==> src/hw/rtl/mfam_ram.sv <==
`timescale 1ns / 1ps
module mfam_ram #(
	parameter int WIDTH = 64,
	parameter int DEPTH = 4
) (
	input  logic                                       clk,
	input  logic                                       wr_en,
	input  logic [((DEPTH > 1) ? $clog2(DEPTH) : 1)-1:0] wr_addr,
	input  logic [WIDTH-1:0]                           wr_data,
	input  logic [((DEPTH > 1) ? $clog2(DEPTH) : 1)-1:0] rd_addr,
	output logic [WIDTH-1:0]                           rd_data
);

	logic [WIDTH-1:0] mem_q [DEPTH];

	always_ff @(posedge clk) begin
		if (wr_en) begin
			mem_q[wr_addr] <= wr_data;
		end
		rd_data <= mem_q[rd_addr];
	end

endmodule

==> config.mk <==
export PLATFORM = sky130hd
export DESIGN_NAME = mfam_ram
export DESIGN_NICKNAME = d
export VERILOG_FILES = /design/src/hw/rtl/mfam_ram.sv
export SDC_FILE = /design/constraint.sdc
export NUM_CORES = 1
export LEC_CHECK = 0
export BUFFER_PORTS_ARGS = -buffer_cell sky130_fd_sc_hd__buf_2
export CAP_MARGIN = 15
export CORE_MARGIN = 2
export CORE_UTILIZATION = 60
export CTS_CLUSTER_SIZE = 24
export DETAILED_ROUTE_END_ITERATION = 8
export HOLD_SLACK_MARGIN = 0.06
export PLACE_DENSITY = 0.85
export SETUP_SLACK_MARGIN = 0.2
export SLEW_MARGIN = 0
export SYNTH_ARGS = -nofsm -noshare
export SYNTH_HDL_FRONTEND = slang
export SYNTH_SLANG_ARGS = --single-unit
==> constraint.sdc <==
create_clock -name clk -period 15.3 [get_ports clk]
set_input_delay 3.06 -clock clk [delete_from_list [all_inputs] [get_ports clk]]
set_output_delay 3.06 -clock clk [all_outputs]
set_load 0.01 [all_outputs]
==> flow_metrics.py <==
metrics = {
    "critical_path": {
        "path_depth": 3,
        "slowest_stage": "buf_4",
        "r2r_start": "mem_q[2][51]",
        "r2r_setup_slack_ns": 14.28,
        "crit_chain": "buf_4 -> buf_4 -> mux4_2",
        "critPathLaunchType": "input port",
        "worstPathArrival_ns": 4.82,
        "worstPathRequired_ns": 15.71,
        "path_buf_inv": 2,
        "path_delay_family": "buffers and inverters",
        "slowest_delay_ns": 0.66,
        "end_kind": "register",
        "r2r-end": "rd_data[51]",
        "endpoint": "rd_data[61]",
        "critPathLaunch": "rd_addr[0]",
        "critPathMaxFanout": 33,
        "crit_top_cell": "buf_4",
        "critical_path_class": "in -> reg",
        "rr_worst_depth": 1,
    },
    "grt": {
        "grt_first_pass_wirelength_mm": 25.2,
        "antenna_found_initial": 2,
        "track_usage_pct": 18.1,
        "first_global_vias": 4686,
        "overflow": 0,
        "grt_max_degree": 65,
    },
    "clocking": {
        "clk_latency_ns": 0.54,
        "numCtsBuffers": 30,
        "clkTransAtPathRegs_ns": 0.06,
        "cts_root_buf": "clkbuf_16",
        "holdBufCountCts": 0,
        "cts_repair_resize_count": 0,
        "htree_levels": 1,
        "cts_sinks": 320,
        "cts.path.max_buffers": 3,
        "cts_setup_buffers": 0,
        "cts_tree": "done",
    },
    "synth": {
        "yosysSeqAreaShare_pct": 84.4,
        "synth_top_area_share_pct": 72.4,
        "synth_area_per_cell_um2": 26.4,
        "syn_nets": 472,
        "synth_area_um2": 10600,
        "synth-seq-cells": 320,
        "synth_area_leader_cell": "edfxtp_1",
        "ys_warn_count": 0,
        "ys_top_cells_by_area": "edfxtp_1 (72%), mux4_2 (13%), dfxtp_1 (12%)",
        "synthDistinctLibCells": 11,
        "netlist_instances": 402,
    },
    "sta": {
        "slew_viol_final": 0,
        "fin_tns_setup_ns": 0,
        "fmax_ghz": 0.227,
        "maxSlewHeadroom_pct": 24.6,
        "rsz0062_at_grt": "false",
        "hold_violations": 0,
        "finalClockSkew_ns": 0.0119,
        "setup_viol": 0,
        "period_needed_ns": 4.41,
        "fin_crit_sh_pct": 28.8,
        "worstMarginPinSlew_ns": 1.13,
    },
    "route": {
        "vias": 4405,
        "drt_iter0_markers": 275,
        "wl_mm": 16.7,
        "dr.pass1.iters": 4,
        "route.detailed.drc": 0,
        "routedWlPerCell_um": 20.7,
        "ant_nets": 0,
        "viasPerCell": 5.46,
    },
    "finish": {
        "finalNonFillerCells": 807,
        "fin_util_pct": 72.2,
        "area_growth_pct": 17.6,
        "layout_common_cells": "edfxtp_1 (256), buf_2 (131), dfxtp_1 (64)",
        "layout_commonest_cell": "edfxtp_1",
        "drive_gt1_share_pct": 43.4,
        "finalNetCount": 626,
    },
    "run_status": {
        "outcome": "complete, no violations",
    },
    "floorplan": {
        "die_width_um": 137,
        "start_util_pct": 61.4,
        "placementRows": 48,
        "fp.dieArea_um2": 18800,
        "io_pins": 134,
        "die_y_um": 137,
        "coreArea_um2": 17300,
    },
    "worst_hold_path": {
        "hold_path.class": "reg -> reg",
        "whs_path_depth": 1,
    },
    "placement": {
        "place_inst": 748,
        "gp_congestion": 0.696,
        "port_buffers": 133,
    },
    "power_and_ir_drop": {
        "fin_total_pwr_mw": 1.83,
        "p_per_area_nw_per_um2": 146,
        "p_leak_nw": 4.38,
        "worst_ir_drop_vdd_uv": 122,
    },
    "run": {
        "cap_violations": 0,
    },
}
[power breakdown]
group	switching (mW)	total, mW	internal (mW)
clock network	0.295	0.729	0.434
logic	0.0473	0.0907	0.0434
registers	0.0136	1.01	0.993
[sequential cells by signal, summed over array words and instances (netlist names)]
| name | count |
|---|---|
| mem_q | 256 |
| rd_data | 64 |
[worst min-delay path by stage]
| stage | start | endpoint | slack, ns |
|---|---|---|---|
| 2_1_floorplan | mem_q[3][0] | rd_data[0] | 0.52 |
| 3_3_place_gp | mem_q[3][2] | rd_data[2] | 0.52 |
| 3_5_place_dp | mem_q[0][0] | rd_data[0] | 0.53 |
| 4_1_cts | mem_q[0][0] | rd_data[0] | 0.54 |
| 5_1_grt | mem_q[3][38] | rd_data[38] | 0.56 |
| 6_report | mem_q[2][39] | rd_data[39] | 0.55 |
[layout make-up]
class	instances	area, µm²
Antenna cell	2	5.00
Clock buffer	42	876
Clock inverter	14	143
Fill cell	999	4800
Multi-Input combinational cell	68	1510
Sequential cell	320	8970
Tap cell	225	282
Timing Repair Buffer	136	713
[metrics by stage]
step / setup WS [ns] / instance area (µm²) / hold WS (ns)
after floorplan: 6.96 / 10600 / 0.516
after detailed placement: 10.24 / 11400 / 0.531
final: 10.89 / 12500 / 0.547
after global routing: 10.71 / 12500 / 0.561
after global placement: 10.28 / 11400 / 0.523
after CTS: 10.82 / 12500 / 0.545
[cells in the mapped netlist, drive strengths merged]
master and n:
nor3b 1, edfxtp 256, and3b 2, dfxtp 64, mux4 64, buf 13, and3 1, clkbuf 1
[cell families after synthesis]
logic type	share of synthesized area [%]
muxes	13.7
and+or+nand+nor	0.295
buffers and inverters	1.57
DFF	84.4
[layer usage]
| metal | GRT usage [%] | routed length, µm | vias to the layer above |
|---|---|---|---|
| met2 | 29.4 | 8590 | 132 |
| met3 | 4.11 | 1080 | 29 |
| met5 | 0 | 0 | - |
| met1 | 24.2 | 6660 | 2242 |
| met4 | 7.04 | 396 | 0 |
| li1 | - | - | 2002 |
(Power assumes the default switching activity.)
